$ cat src/nmea_rmc_field_extractor_assert.svh
// Assertion macros used by the RMC field extractor top level.
`ifndef NMEA_RMC_FIELD_EXTRACTOR_ASSERT_SVH
`define NMEA_RMC_FIELD_EXTRACTOR_ASSERT_SVH

// Same-cycle implication, checked outside reset.
`define NMRMC_ASSERT_NOW(label, clk, rst_n, ante, cons) \
  label: assert property (@(posedge clk) disable iff (!rst_n) (ante) |-> (cons)) \
    else $error("nmrmc: same-cycle check failed");

// Next-cycle implication, checked outside reset.
`define NMRMC_ASSERT_NEXT(label, clk, rst_n, ante, cons) \
  label: assert property (@(posedge clk) disable iff (!rst_n) (ante) |=> (cons)) \
    else $error("nmrmc: next-cycle check failed");

`endif

$ cat src/nmrmc_pkg.sv
// Types, character codes and field lookup for the RMC field extractor.
package nmrmc_pkg;

  localparam logic [7:0] CHAR_DOLLAR = 8'h24;
  localparam logic [7:0] CHAR_COMMA  = 8'h2C;
  localparam logic [7:0] CHAR_CR     = 8'h0D;
  localparam logic [7:0] CHAR_LF     = 8'h0A;
  localparam logic [7:0] CHAR_G      = 8'h47;
  localparam logic [7:0] CHAR_P      = 8'h50;
  localparam logic [7:0] CHAR_R      = 8'h52;
  localparam logic [7:0] CHAR_M      = 8'h4D;
  localparam logic [7:0] CHAR_C      = 8'h43;

  localparam logic [2:0] HDR_IDLE = 3'd0;
  localparam logic [2:0] HDR_LAST = 3'd5;

  localparam logic [2:0] FID_TIME    = 3'd0;
  localparam logic [2:0] FID_STATUS  = 3'd1;
  localparam logic [2:0] FID_LAT     = 3'd2;
  localparam logic [2:0] FID_LAT_HEM = 3'd3;
  localparam logic [2:0] FID_LON     = 3'd4;
  localparam logic [2:0] FID_LON_HEM = 3'd5;
  localparam logic [2:0] FID_DATE    = 3'd6;
  localparam logic [2:0] FID_NONE    = 3'd7;

  localparam int unsigned NUM_FIELDS = 7;
  localparam logic [3:0] COMMA_MAX = 4'd15;

  typedef struct packed {
    logic [2:0] field_id;
    logic [7:0] char_value;
    logic       field_end;
    logic       overflow;
  } rmc_result_t;

  typedef struct packed {
    logic       hit;
    logic       multi;
    logic [2:0] id;
  } field_sel_t;

  // Expected header character at a given match position ("$GPRMC").
  function automatic logic [7:0] header_char(input logic [2:0] pos);
    logic [7:0] ch;
    case (pos)
      3'd1:    ch = CHAR_G;
      3'd2:    ch = CHAR_P;
      3'd3:    ch = CHAR_R;
      3'd4:    ch = CHAR_M;
      3'd5:    ch = CHAR_C;
      default: ch = CHAR_DOLLAR;
    endcase
    return ch;
  endfunction

  // Field that follows a given number of commas.
  function automatic field_sel_t field_of(input logic [3:0] commas);
    field_sel_t sel;
    sel = '{hit: 1'b1, multi: 1'b0, id: FID_NONE};
    case (commas)
      4'd1:    begin sel.id = FID_TIME;    sel.multi = 1'b1; end
      4'd2:    sel.id = FID_STATUS;
      4'd3:    begin sel.id = FID_LAT;     sel.multi = 1'b1; end
      4'd4:    sel.id = FID_LAT_HEM;
      4'd5:    begin sel.id = FID_LON;     sel.multi = 1'b1; end
      4'd6:    sel.id = FID_LON_HEM;
      4'd9:    begin sel.id = FID_DATE;    sel.multi = 1'b1; end
      default: sel.hit = 1'b0;
    endcase
    return sel;
  endfunction

endpackage

$ cat src/nmrmc_parser.sv
// Sentence parse state and per-character result logic of the RMC extractor.
module nmrmc_parser #(
  parameter int unsigned MAX_FIELD_CHARS = 16
) (
  input  logic                        clk,
  input  logic                        rst_n,
  input  logic                        step_en,
  input  logic [7:0]                  rx_byte,
  input  logic [6:0]                  enable_mask,
  output logic                        res_valid,
  output nmrmc_pkg::rmc_result_t      res
);
  import nmrmc_pkg::*;

  localparam int unsigned CW = $clog2(MAX_FIELD_CHARS + 1);
  localparam logic [CW-1:0] CHAR_LIMIT = CW'(MAX_FIELD_CHARS);

  logic [2:0]    header_index_r, header_index_nxt;
  logic          in_rmc_r, in_rmc_nxt;
  logic [3:0]    comma_count_r, comma_count_nxt;
  logic [CW-1:0] chars_in_field_r, chars_in_field_nxt;
  logic          field_overflowed_r, field_overflowed_nxt;

  field_sel_t sel;
  logic       sel_enabled;

  assign sel = field_of(comma_count_r);
  assign sel_enabled = sel.hit && enable_mask[sel.id];

  always_comb begin
    header_index_nxt     = header_index_r;
    in_rmc_nxt           = in_rmc_r;
    comma_count_nxt      = comma_count_r;
    chars_in_field_nxt   = chars_in_field_r;
    field_overflowed_nxt = field_overflowed_r;
    res_valid            = 1'b0;
    res                  = '{field_id: sel.id, char_value: rx_byte,
                             field_end: 1'b0, overflow: 1'b0};

    if (rx_byte == CHAR_DOLLAR || rx_byte == CHAR_CR || rx_byte == CHAR_LF) begin
      // Any sentence boundary drops the open field without an end marker.
      in_rmc_nxt           = 1'b0;
      comma_count_nxt      = '0;
      chars_in_field_nxt   = '0;
      field_overflowed_nxt = 1'b0;
      header_index_nxt     = (rx_byte == CHAR_DOLLAR) ? 3'd1 : HDR_IDLE;
    end else if (header_index_r != HDR_IDLE && header_index_r <= HDR_LAST) begin
      if (rx_byte == header_char(header_index_r)) begin
        if (header_index_r == HDR_LAST) begin
          header_index_nxt     = HDR_IDLE;
          in_rmc_nxt           = 1'b1;
          comma_count_nxt      = '0;
          chars_in_field_nxt   = '0;
          field_overflowed_nxt = 1'b0;
        end else begin
          header_index_nxt = header_index_r + 3'd1;
        end
      end else begin
        header_index_nxt = HDR_IDLE;
      end
    end else begin
      header_index_nxt = HDR_IDLE;
      if (in_rmc_r) begin
        if (rx_byte == CHAR_COMMA) begin
          // The closing comma of an enabled multi-character field emits its end marker.
          if (sel.multi && sel_enabled) begin
            res_valid      = 1'b1;
            res.char_value = '0;
            res.field_end  = 1'b1;
            res.overflow   = field_overflowed_r;
          end
          if (comma_count_r != COMMA_MAX) begin
            comma_count_nxt = comma_count_r + 4'd1;
          end
          chars_in_field_nxt   = '0;
          field_overflowed_nxt = 1'b0;
        end else if (sel.hit) begin
          if (sel.multi) begin
            if (chars_in_field_r < CHAR_LIMIT) begin
              chars_in_field_nxt = chars_in_field_r + CW'(1);
              res_valid          = sel_enabled;
            end else begin
              field_overflowed_nxt = 1'b1;
            end
          end else if (chars_in_field_r == '0) begin
            // A single-character field closes on its only character.
            chars_in_field_nxt = CW'(1);
            res_valid          = sel_enabled;
            res.field_end      = 1'b1;
          end
        end
      end
    end
  end

  always_ff @(posedge clk) begin
    if (!rst_n) begin
      header_index_r     <= HDR_IDLE;
      in_rmc_r           <= 1'b0;
      comma_count_r      <= '0;
      chars_in_field_r   <= '0;
      field_overflowed_r <= 1'b0;
    end else if (step_en) begin
      header_index_r     <= header_index_nxt;
      in_rmc_r           <= in_rmc_nxt;
      comma_count_r      <= comma_count_nxt;
      chars_in_field_r   <= chars_in_field_nxt;
      field_overflowed_r <= field_overflowed_nxt;
    end
  end

endmodule

$ cat src/nmrmc_out_buf.sv
// Result register with a skid entry so input and output stall independently.
module nmrmc_out_buf (
  input  logic                   clk,
  input  logic                   rst_n,
  input  logic                   push,
  input  nmrmc_pkg::rmc_result_t push_data,
  output logic                   can_push,
  output logic                   out_valid,
  input  logic                   out_ready,
  output nmrmc_pkg::rmc_result_t out_data
);
  import nmrmc_pkg::*;

  logic        main_valid_r, main_valid_nxt;
  logic        skid_valid_r, skid_valid_nxt;
  rmc_result_t main_r, main_nxt;
  rmc_result_t skid_r, skid_nxt;
  logic        pop;

  assign pop       = main_valid_r && out_ready;
  assign can_push  = !skid_valid_r;
  assign out_valid = main_valid_r;
  assign out_data  = main_r;

  always_comb begin
    main_valid_nxt = main_valid_r;
    skid_valid_nxt = skid_valid_r;
    main_nxt       = main_r;
    skid_nxt       = skid_r;
    if (pop || !main_valid_r) begin
      if (skid_valid_r) begin
        main_valid_nxt = 1'b1;
        main_nxt       = skid_r;
        skid_valid_nxt = 1'b0;
      end else begin
        main_valid_nxt = push;
        main_nxt       = push_data;
      end
    end else if (push) begin
      skid_valid_nxt = 1'b1;
      skid_nxt       = push_data;
    end
  end

  always_ff @(posedge clk) begin
    if (!rst_n) begin
      main_valid_r <= 1'b0;
      skid_valid_r <= 1'b0;
    end else begin
      main_valid_r <= main_valid_nxt;
      skid_valid_r <= skid_valid_nxt;
    end
    main_r <= main_nxt;
    skid_r <= skid_nxt;
  end

endmodule

$ cat src/nmea_rmc_field_extractor.sv
// Top level of the NMEA RMC field extractor: parser, result buffer and mask register.
// Throughput: one character per cycle while in_ready is high; each request is parsed in the
// cycle it is accepted. A result is registered in the buffer's main entry, or in its skid
// entry while the output stalls, before it shows on out_valid. The buffer has two entries;
// in_ready drops only while both of them hold results that the consumer has not taken.
// Reset (synchronous, rst_n low) clears the parse state and buffer, and sets the mask to all ones.
module nmea_rmc_field_extractor #(
  parameter int unsigned MAX_FIELD_CHARS = 16
) (
  input  logic       clk,
  input  logic       rst_n,
  input  logic       in_valid,
  output logic       in_ready,
  input  logic [7:0] in_rx_byte,
  output logic       out_valid,
  input  logic       out_ready,
  output logic [2:0] out_field_id,
  output logic [7:0] out_char_value,
  output logic       out_field_end,
  output logic       out_overflow,
  input  logic       cfg_wr_en,
  input  logic [6:0] cfg_wr_data
);
  import nmrmc_pkg::*;

  `include "nmea_rmc_field_extractor_assert.svh"

  // Field enable mask: bit f passes field id f. The user writes it only while idle; not enforced.
  logic [6:0] field_enable_mask_r;

  logic        in_accept;
  logic        res_valid;
  rmc_result_t res;
  rmc_result_t out_data;

  always_ff @(posedge clk) begin
    if (!rst_n) begin
      field_enable_mask_r <= {NUM_FIELDS{1'b1}};
    end else if (cfg_wr_en) begin
      field_enable_mask_r <= cfg_wr_data;
    end
  end

  // A request is accepted whenever the result buffer has a free entry, so the
  // parse state advances every cycle that a character is accepted.
  assign in_accept = in_valid && in_ready;

  nmrmc_parser #(
    .MAX_FIELD_CHARS(MAX_FIELD_CHARS)
  ) u_parser (
    .clk        (clk),
    .rst_n      (rst_n),
    .step_en    (in_accept),
    .rx_byte    (in_rx_byte),
    .enable_mask(field_enable_mask_r),
    .res_valid  (res_valid),
    .res        (res)
  );

  // The buffer takes a result only for a character that produced one; a
  // character that produces nothing still advances the parse state.
  nmrmc_out_buf u_out_buf (
    .clk      (clk),
    .rst_n    (rst_n),
    .push     (in_accept && res_valid),
    .push_data(res),
    .can_push (in_ready),
    .out_valid(out_valid),
    .out_ready(out_ready),
    .out_data (out_data)
  );

  assign out_field_id   = out_data.field_id;
  assign out_char_value = out_data.char_value;
  assign out_field_end  = out_data.field_end;
  assign out_overflow   = out_data.overflow;

  // A full buffer always shows a result at the output.
  `NMRMC_ASSERT_NOW(a_full_shows_result, clk, rst_n, !in_ready, out_valid)
  // Overflow is only reported on an end marker, which carries a zero character.
  `NMRMC_ASSERT_NOW(a_overflow_on_marker, clk, rst_n, out_valid && out_overflow,
                    out_field_end && out_char_value == 8'd0)
  // Every delivered result names a real field.
  `NMRMC_ASSERT_NOW(a_valid_field_id, clk, rst_n, out_valid, out_field_id != FID_NONE)
  // A result pushed while the output stalls lands in the skid entry.
  `NMRMC_ASSERT_NEXT(a_stall_fills_skid, clk, rst_n,
                     in_accept && res_valid && out_valid && !out_ready, !in_ready)

endmodule
$ cat config.mk
export PLATFORM = sky130hd
export DESIGN_NAME = nmea_rmc_field_extractor
export DESIGN_NICKNAME = d
export VERILOG_FILES = /design/src/nmrmc_pkg.sv /design/src/nmrmc_parser.sv /design/src/nmrmc_out_buf.sv /design/src/nmea_rmc_field_extractor.sv
export VERILOG_INCLUDE_DIRS = /design/src /design/src/src
export SDC_FILE = /design/constraint.sdc
export NUM_CORES = 1
export LEC_CHECK = 0
export BUFFER_PORTS_ARGS = -buffer_cell sky130_fd_sc_hd__buf_2
export CAP_MARGIN = 20
export CORE_ASPECT_RATIO = 0.8
export CORE_MARGIN = 3
export CORE_UTILIZATION = 39
export DETAILED_ROUTE_END_ITERATION = 8
export PLACE_DENSITY_LB_ADDON = 0.08
export REMOVE_ABC_BUFFERS = 1
export SLEW_MARGIN = 20
export SYNTH_ARGS = -nofsm -noshare
export SYNTH_HDL_FRONTEND = slang
export SYNTH_HIERARCHICAL = 1
export SYNTH_SLANG_ARGS = --single-unit
$ cat constraint.sdc
create_clock -name clk -period 10.2 [get_ports clk]
set_input_delay 1.53 -clock clk [delete_from_list [all_inputs] [get_ports clk]]
set_output_delay 1.53 -clock clk [all_outputs]
set_load 0.03 [all_outputs]
==> out/qor.csv, run 1 <==
metric,value,unit
outcome,completed,
largest net degree at the start of global routing,26,
I/O Pins,35,
Die Wd,102,um
WP data required,10.21,ns
internal reg-to-reg setup slack,6.88,ns
Root Driver,clkbuf_8,
CTS max path bufs,2,
Die H,82.6,um
fraction of layout cells with a size suffix above 1,22.7,%
synthesized area,2860,sq um
initial core utilization,40.9,%
worst-skew pair later-pin latency,0.31,ns
final instance area,3130,sq um
"most common cell after layout, fill and taps aside",buf_2,
Peak Freq,270,MHz
post-route setup TNS,0,ns
Final Critical Period,3.70,ns
vias in the first global route,1820,
DR iter-0 viols,141,
post-placement cell area,3030,sq um
Remaining DRCs,0,
Total Wirelength,5820,um
final worst setup slack,6.50,ns
post-synth cell types,65,
DR vias/cell,5.43,
full die area,8410,sq um
FP Rows,27,
CTS Buf Count,5,
setup bufs post-CTS,0,
Comb pwr share,8.5,%
"antenna viol nets, final",0,
post-CTS sizing,0,
Post-synth ARST share,0,%
fin. max-slew vios,0,
FILL cells,686,
nature of the critical path endpoint,register,
Max rail drop VDD,51.2,uV
Reg power frac,58.0,%
H-tree depth,2,
Vias,2149,
Synth Warn #,6,
Sw Pwr,0.0916,mW
Mapped Cells,286,
Power Density,116,nW/um^2
Post-synth EDFFs,26,
GRT Total Usage,14.0,%
# hold bufs at CTS,0,
Slew Limit Headroom,45.2,%
# clock sinks,49,
Max-Cap Viols,0,
"Data arrival, critical path",3.71,ns
GP Congestion,0.774,
Final Hold Viols,0,
most frequent cells in the layout,"34 x buf_2, 26 x edfxtp_1, 23 x dfxtp_1",
multi-input logic area,1430,sq um
Cell Int Power,0.273,mW
Synth area leader,edfxtp_1,
RSZ-0062 raised after global routing,no,
Area contributors post-synth,"edfxtp_1 27%, dfxtp_1 16%, mux2_4 4.2%",
CP Launch Type,input pin,
pin slew with the least headroom to its limit,0.815,ns
WS Path Type,in2reg,
Final Setup Violations,0,
first-pass GRT wire length,9330,um
CTS tree,built,
Final nets,335,
n_diodes,0,
global route overflow,0,
Synth Area per Inst,10.0,sq um
clk_skew,0.0104,ns
Main synth FF type,edfxtp_1,
DRT Pass-1 Iters,4,
area grow syn2layout,9.35,%
clk slew on worst S/H paths,0.09,ns
initial antenna violation count,0,
switching share of total power,25.1,%
Port Buffer Count,34,
fin crit share,36.3,%
min-delay worst type,reg2reg,
"Max FO, Critical Path",10,
Post-DP HPWL,4270,um
Placeable Area,6990,sq um
Pleak,1.16,nW
wire length per cell,14.7,um
"worst slack, placed",5.79,ns
Reg area,1240,sq um
register area share after synthesis,43.4,%
Synth top area share,27.3,%
Clock power frac,33.5,%
Synth Register Bits,49,
[sequential cells by signal, indices dropped and copies added, names as in the netlist]
signal / count
u_parser/comma_count_r: 4
u_out_buf/out_valid: 1
field_enable_mask_r: 7
u_parser/chars_in_field_r: 5
u_parser/in_rmc_r: 1
u_out_buf/skid_r: 13
u_out_buf/out_data: 13
u_parser/header_index_r: 3
u_out_buf/skid_valid_r: 1
u_parser/field_overflowed_r: 1
[worst paths after layout]
check | depth (start not counted) | start | end
worst max-delay path | 9 | in_rx_byte[6] | u_out_buf/skid_r[10]
worst min-delay path | 2 | field_enable_mask_r[4] | field_enable_mask_r[4]
worst max register to register | 12 | u_parser/comma_count_r[1] | u_out_buf/skid_r[10]
worst min register to register | 2 | field_enable_mask_r[4] | field_enable_mask_r[4]
[stage by stage]
step	util (%)	power, mW	hold slack [ns]	cells
3_3_place_gp	43.3	0.247	0.460	387
3_5_place_dp	43.3	0.247	0.454	387
4_1_cts	44.7	0.370	0.479	395
2_1_floorplan	-	0.235	0.432	266
6_report	44.8	0.365	0.473	396
5_1_grt	44.8	0.380	0.502	396
[critical path: stages]
cell and delay [ns]:
buf_2 0.14, or3_1 0.43, nor3_1 0.35, and2_0 0.33, o211a_1 0.17, and3_1 0.17, inv_1 0.04, nor2_1 0.27
buf_4 0.26
[power groups by stage]
stage          Clock [mW]  Combinational, mW  Sequential, mW
2_1_floorplan           0             0.0151           0.219
3_3_place_gp            0             0.0312           0.216
3_5_place_dp            0             0.0311           0.216
4_1_cts             0.128             0.0311           0.212
5_1_grt             0.134             0.0340           0.212
6_report            0.122             0.0309           0.212
[per-layer routing]
layer	global-route usage, %	wire, um	part of all wire (%)	vias to the layer above
li1	-	-	-	1085
met1	21.0	3030	52	1007
met2	20.3	2430	42	52
met3	2.85	310	5.3	5
met4	3.59	49	0.84	0
met5	0	0	0	-
[cells in the mapped netlist (all sizes together) (2+ instances only)]
cell	number
a211oi	3
a21boi	2
a21oi	13
a31oi	2
and2	5
and3	5
buf	9
clkbuf	11
dfxtp	23
edfxtp	26
ha	7
inv	22
mux2	14
mux2i	10
nand2	18
nand2b	9
nand3	8
nand3b	4
nand4	4
nor2	20
nor2b	2
nor3	6
o211a	2
o211ai	4
o21a	3
o21ai	12
o221ai	2
o311ai	2
o31a	3
or2	3
or3	7
or4	2
xnor2	2
[cell families after synthesis]
logic type	count (synthesis)	share of synthesized area (%)
xor gates and xnor gates	2	0.612
DFF	49	43.4
and+or+nand+nor	101	19.8
muxes	24	10.1
buffers and inverters	42	6.82
AOI/OAI and AO/OA	61	16.3
adders and majority gates	7	3.06
[area by class of cell]
cell class / instances / share of cell area [%]
timing repair buffer: 35 / 5.68
inverter: 22 / 2.64
clock inverter: 3 / 0.799
sequential: 49 / 39.6
clock buffer: 5 / 2.20
tap: 87 / 3.48
multi-input combinational: 195 / 45.6
No activity file was read; power rests on OpenSTA's default activity.
==> run 2, diff against run 1 <==
Settings changed: ABC_AREA from default to 1.
Clock period 10.2 ns to 3.5 ns, I/O delays scaled along.
==> run 2 against run 1 <==
  * Die area increased by 0.21%
  * First-iteration DRC count increased by 1.4%
  * Clock skew is 0.0063 ns lower
  * Critical endpoint is now u_out_buf/skid_r[8]
  * Largest cell class unchanged
  * Highest routed layer unchanged
==> out/qor.csv, run 2 <==
metric,value,unit,change
multi-input logic area,1360,sq um,-4.7%
Post-synth EDFFs,26,,unchanged
Power Density,349,nW/um^2,+200%
Total Wirelength,6140,um,+5.4%
CP top delay family,simple AND/OR/NAND/NOR gates,,
"top cells by count, synth","123 x nand2_1, 34 x inv_1, 30 x nand3_1",,
Layout Cells excl Fill,494,,+25%
Remaining DRCs,0,,unchanged
min-delay worst type,in2reg,,
internal reg-to-reg setup slack,0.75,ns,-6.13 ns
FP Rows,27,,unchanged
nature of the critical path endpoint,register,,
fraction of layout cells with a size suffix above 1,20.1,%,-2.5 points
global route overflow,0,,unchanged
Port Buffer Count,34,,unchanged
CTS tree,built,,
power consumption,1.10,mW,+200%
hold path start,cfg_wr_data[4],,
reg-to-reg endpoint,u_out_buf/skid_r[8],,
first-pass GRT wire length,10400,um,+11%
Placeable Area,6990,sq um,unchanged
outcome,completed,,
post-layout util,45.2,%,+0.43 points
Reg-to-Reg Start,u_parser/comma_count_r[1],,
Vias,2398,,+12%
I/O Pins,35,,unchanged
Root Driver,clkbuf_8,,
hold depth,3,,+1
most frequent cells in the layout,"123 x nand2_1, 34 x inv_1, 34 x buf_2",,
DR iter-0 viols,143,,+1.4%
worst-skew pair later-pin latency,0.30,ns,about the same
# hold bufs at CTS,0,,unchanged
Slew Limit Headroom,62.4,%,+17 points
initial core utilization,41.0,%,+0.089 points
Area contributors post-synth,"edfxtp_1 27%, nand2_1 16%, dfxtp_1 16%",,
Pleak,1.43,nW,+23%
Final Setup Violations,0,,unchanged
WP data required,3.52,ns,-6.69 ns
initial antenna violation count,0,,unchanged
CP dominant cell by count,nand2_1,,
"most common cell after layout, fill and taps aside",nand2_1,,
Die H,82.7,um,+0.10%
full die area,8430,sq um,+0.21%
"Max FO, Critical Path",7,,-3
Max-Cap Viols,0,,unchanged
Synth top area share,27.2,%,-0.059 points
CTS max path bufs,2,,unchanged
pin slew with the least headroom to its limit,0.563,ns,-0.252 ns
"count leader, synth",nand2_1,,
Final nets,433,,+29%
DRT Pass-1 Iters,5,,+1
Reg2Reg Depth,18,,+6
synthesized area,2870,sq um,+0.22%
setup bufs post-CTS,0,,unchanged
WS Path Type,reg2reg,,
Max rail drop VDD,155,uV,+200%
Mapped Cells,376,,+31%
H-tree depth,2,,unchanged
GRT Total Usage,15.6,%,+1.6 points
"Data arrival, critical path",2.77,ns,-0.94 ns
Synth Area per Inst,7.63,sq um,-24%
clk slew on worst S/H paths,0.09,ns,about the same
Placed Cells,486,,+26%
# clock sinks,49,,unchanged
DR vias/cell,4.85,,-11%
CP Launch Type,register,,
Max stage delay on crit path,0.39,ns,-0.04 ns
Die Wd,102,um,+0.10%
fin crit share,78.6,%,
"antenna viol nets, final",0,,unchanged
post-synth cell types,32,,-51%
Final Critical Period,2.75,ns,
RSZ-0062 raised after global routing,no,,
post-route setup TNS,0,ns,unchanged
critical path cell sequence,inv_1 -> ha_1 -> inv_1 -> nand2_1 -> nand2_2 -> nand2_1 -> nand2_1 -> a21oi_1 -> nand2_1 -> nand2_1 -> o21ai_2 -> nand2_2 -> nand2_1 -> inv_1 -> nor2_1 -> inv_1 -> nor2_1 -> buf_4,,
CP max stage cell,dfxtp_1,,
"Buf+Inv Stages, Crit Path",5,,+2
post-CTS sizing,0,,unchanged
FILL cells,718,,+4.7%
area grow syn2layout,10.2,%,
Post-synth ARST share,0,%,unchanged
Synth Register Bits,49,,unchanged
Synth Warn #,6,,unchanged
Synth area leader,edfxtp_1,,
GP Congestion,0.780,,+0.81%
Peak Freq,363,MHz,
wire length per cell,12.4,um,-16%
CTS Buf Count,5,,unchanged
n_diodes,0,,unchanged
vias in the first global route,2160,,+19%
Reg area,1240,sq um,unchanged
Post-DP HPWL,4610,um,+8.1%
Final Hold Viols,0,,unchanged
hold path endpoint,field_enable_mask_r[4],,
Main synth FF type,edfxtp_1,,
fin. max-slew vios,0,,unchanged
largest net degree at the start of global routing,17,,-35%
clk_skew,0.00410,ns,-0.00634 ns
register area share after synthesis,43.3,%,-0.095 points
-- run 2: cell count changes in the layout (fill, tap and decap cells not counted), sizes merged, moves of 4 or more --
cell    before  now
xor2         0    4
nand3        8   39
or3          7    0
o211ai       4    0
mux2i       10    0
mux2        14    0
and2         5    0
nor2        20   30
nand4        4   15
inv         24   47
nand2b       9    0
and3         5    1
nand2       18  128
-- run 2: worst min-delay path, delay by kind of cell --
family                 cells  cell delay (ns)
buffers and inverters      1             0.07
AND/OR/NAND/NOR            2             0.11
-- run 2: metal layers --
layer,up-vias,global-route usage (%),wire length [um]
met3,6,3.19,222
met2,47,23.0,2490
met5,-,0,0
met1,1061,23.2,3360
met4,0,3.93,63
li1,1284,-,-
-- run 2: kinds of logic after synthesis --
kind of cell	Yosys count	share of synthesized area, %
compound gates	31	6.32
fa+ha+maj	7	3.05
buf+inv	60	9.38
simple gates	224	36.5
flops	49	43.3
xor+xnor	5	1.53
-- run 2: metrics by stage --
stage | hold slack [ns] | cell area [sq um] | setup slack (ns)
6_report | 0.431 | 3160 | 0.748
5_1_grt | 0.438 | 3160 | 0.456
4_1_cts | 0.427 | 3160 | 0.713
3_5_place_dp | 0.454 | 3070 | 0.726
3_3_place_gp | 0.449 | 3070 | 0.846
2_1_floorplan | 0.429 | 2780 | 0.716
-- run 2: layout make-up --
type / count / share of cell area [%]
Clock inverter: 2 / 0.475
Sequential cell: 49 / 39.3
Multi-Input combinational cell: 267 / 43.0
Inverter: 47 / 5.66
Tap cell: 87 / 3.44
Clock buffer: 6 / 2.30
Timing Repair Buffer: 36 / 5.86
-- run 2: worst max path at each step --
| stage | startpoint | end | slack [ns] | depth (start not counted) |
|---|---|---|---|---|
| final | u_parser/comma_count_r[1] | u_out_buf/skid_r[8] | 0.75 | 18 |
| after global routing | u_parser/comma_count_r[1] | u_out_buf/skid_r[5] | 0.46 | 18 |
| after CTS | u_parser/comma_count_r[1] | u_out_buf/skid_r[5] | 0.71 | 18 |
| after detailed placement | in_rx_byte[0] | u_out_buf/skid_r[3] | 0.73 | 13 |
| after global placement | in_rx_byte[0] | u_out_buf/skid_r[3] | 0.85 | 13 |
| after floorplan | u_parser/comma_count_r[1] | u_out_buf/skid_r[0] | 0.72 | 17 |
-- run 2: report_power, final --
part	leakage [nW]	switching [mW]	internal (mW)
Clock	0.0374	0.192	0.141
Combinational	0.953	0.100	0.0454
Sequential	0.436	0.00804	0.617
==> run 3, diff against run 2 <==
Clock period 3.5 ns to 2.8 ns, I/O delays scaled along.
==> run 3 against run 2 <==
  * Cell count increased by 0.81%
  * Sequential power grew 25%
  * Sequential share of layout area decreased by 0.56 points
  * Global-route usage up 0.15 points
  * Via count is 1.9% higher
  * Largest power group unchanged
  * Sequential cell count is the same
==> out/qor.csv, run 3 (synthesis gave the netlist of run 2 again) <==
metric,value,unit,change
# clock sinks,49,,unchanged
fin. max-slew vios,0,,unchanged
Levels on crit path,16,,-2
hold depth,3,,unchanged
post-layout util,45.9,%,+0.75 points
vias in the first global route,2227,,+3.1%
Remaining DRCs,0,,unchanged
FILL cells,725,,+0.97%
area grow syn2layout,12.0,%,
H-tree depth,2,,unchanged
full die area,8430,sq um,unchanged
fin crit share,91.8,%,+13 points
wire length per cell,12.4,um,about the same
Total Wirelength,6180,um,+0.78%
Final Hold Viols,0,,unchanged
Die H,82.7,um,unchanged
Peak Freq,389,MHz,+7.1%
DR iter-0 viols,131,,-8.4%
outcome,completed,,
"worst slack, placed",0.0180,ns,-0.708 ns
I/O Pins,35,,unchanged
Slew Limit Headroom,62.7,%,+0.29 points
final worst setup slack,0.231,ns,-0.518 ns
final instance area,3210,sq um,+1.7%
CTS Buf Count,5,,unchanged
Reg-to-Reg Start,u_parser/comma_count_r[0],,
internal reg-to-reg setup slack,0.23,ns,-0.52 ns
first-pass GRT wire length,10500,um,+1.0%
CTS tree,built,,
clk_skew,0.00188,ns,-0.00222 ns
"Max FO, Critical Path",8,,+1
"Data arrival, critical path",2.59,ns,-0.18 ns
initial core utilization,41.0,%,unchanged
most frequent cells in the layout,"121 x nand2_1, 34 x inv_1, 34 x buf_2",,
"antenna viol nets, final",0,,unchanged
clk slew on worst S/H paths,0.09,ns,about the same
n_diodes,0,,unchanged
hold path endpoint,field_enable_mask_r[5],,
fraction of layout cells with a size suffix above 1,22.1,%,+2.0 points
Final Critical Period,2.57,ns,-0.182 ns
Final Setup Violations,0,,unchanged
WS Path Type,reg2reg,,
global route overflow,0,,unchanged
reg-to-reg endpoint,u_out_buf/skid_r[9],,
"most common cell after layout, fill and taps aside",nand2_1,,
Placeable Area,6990,sq um,unchanged
Max-Cap Viols,0,,unchanged
pin slew with the least headroom to its limit,0.559,ns,-0.00427 ns
DR vias/cell,4.91,,+1.1%
min-delay worst type,in2reg,,
largest net degree at the start of global routing,17,,unchanged
CP Launch Type,register,,
Max rail drop VDD,208,uV,+34%
Die Wd,102,um,unchanged
WP data required,2.82,ns,-0.70 ns
CP dominant cell by count,nand2_1,,
hold path start,cfg_wr_data[5],,
CTS max path bufs,2,,unchanged
power consumption,1.39,mW,+26%
critical path cell sequence,ha_1 -> nand3_2 -> nand2_1 -> nand2_4 -> nor2_2 -> nand2_1 -> nand3_1 -> nand2_1 -> o21ai_4 -> nand2_2 -> nand2_1 -> inv_1 -> nor2_2 -> inv_1 -> nor2_1 -> buf_4,,
Vias,2444,,+1.9%
initial antenna violation count,0,,unchanged
worst-skew pair later-pin latency,0.30,ns,about the same
"Buf+Inv Stages, Crit Path",3,,-2
GP Congestion,0.827,,+6.0%
Max stage delay on crit path,0.37,ns,-0.02 ns
nature of the critical path endpoint,register,,
Port Buffer Count,34,,unchanged
GRT Total Usage,15.7,%,+0.15 points
Pleak,1.45,nW,+1.6%
CP top delay family,simple AND/OR/NAND/NOR gates,,
post-placement cell area,3090,sq um,+0.49%
FP Rows,27,,unchanged
Final nets,437,,+0.92%
Post-DP HPWL,4630,um,+0.31%
Reg2Reg Depth,16,,-2
CP max stage cell,dfxtp_2,,
Power Density,433,nW/um^2,+24%
DRT Pass-1 Iters,4,,-1
WHS,0.327,ns,-0.104 ns
Root Driver,clkbuf_8,,
## run 3: cell count changes in the layout (fill, tap and decap cells not counted)
cell and delta:
nand2_2 +1, nand2_4 +1, nor2_2 +1, dfxtp_1 -2
o21ai_2 -1, o21ai_4 +1, buf_4 +4, nand2_1 -2
nor2_1 -1, dfxtp_2 +2
## run 3: per-stage QoR
| step | std cells | setup TNS [ns] |
|---|---|---|
| 3_5_place_dp | 488 | 0 |
| 5_1_grt | 498 | -0.0751 |
| 6_report | 498 | 0 |
| 2_1_floorplan | 363 | 0 |
| 3_3_place_gp | 488 | 0 |
| 4_1_cts | 496 | 0 |
## run 3: metal layers
| metal | part of all wire (%) | track usage [%] | routed length [um] |
|---|---|---|---|
| met5 | 0 | 0 | 0 |
| met3 | 4.6 | 3.02 | 285 |
| met1 | 52 | 22.5 | 3240 |
| met4 | 0.76 | 3.93 | 47 |
| met2 | 42 | 24.5 | 2610 |
## run 3: tightest hold or removal path, cell delays in order
cell,delay [ns]
buf_2,0.08
nand2_1,0.04
nand3_1,0.06
## run 3: area by class of cell
type | count | area [sq um] | share of cell area [%]
inverters | 47 | 179 | 5.57
repair buffers | 40 | 215 | 6.70
clock buffers | 6 | 72.6 | 2.26
flip-flops and latches | 49 | 1240 | 38.7
multi-input cells | 267 | 1380 | 42.9
well taps | 87 | 109 | 3.39
clock inverters | 2 | 15.0 | 0.467
## run 3: what timing repair did
action / 4_1_cts / 5_1_grt
endpoints found under the hold margin: 0 / 0
setup buffers: 0 / 2
gates resized for setup: 0 / 7
hold buffers: 0 / 0
endpoints found under the setup margin: 0 / 13
## run 3: how the worst max path moves through the flow
stage                                    from  slack, ns                  end
detailed placement  u_parser/comma_count_r[0]       0.02  u_out_buf/skid_r[9]
finish              u_parser/comma_count_r[0]       0.23  u_out_buf/skid_r[9]
global route        u_parser/comma_count_r[0]      -0.01  u_out_buf/skid_r[7]
global placement    u_parser/comma_count_r[1]       0.19  u_out_buf/skid_r[9]
floorplan           u_parser/comma_count_r[1]       0.02  u_out_buf/skid_r[0]
CTS                 u_parser/comma_count_r[0]     0.0002  u_out_buf/skid_r[7]
## run 3: report_power, final
group          internal (mW)  leakage (nW)  switching, mW
clock                  0.177        0.0374          0.245
combinational         0.0603         0.974          0.128
sequential             0.771         0.437        0.00988
total                   1.01          1.45          0.383
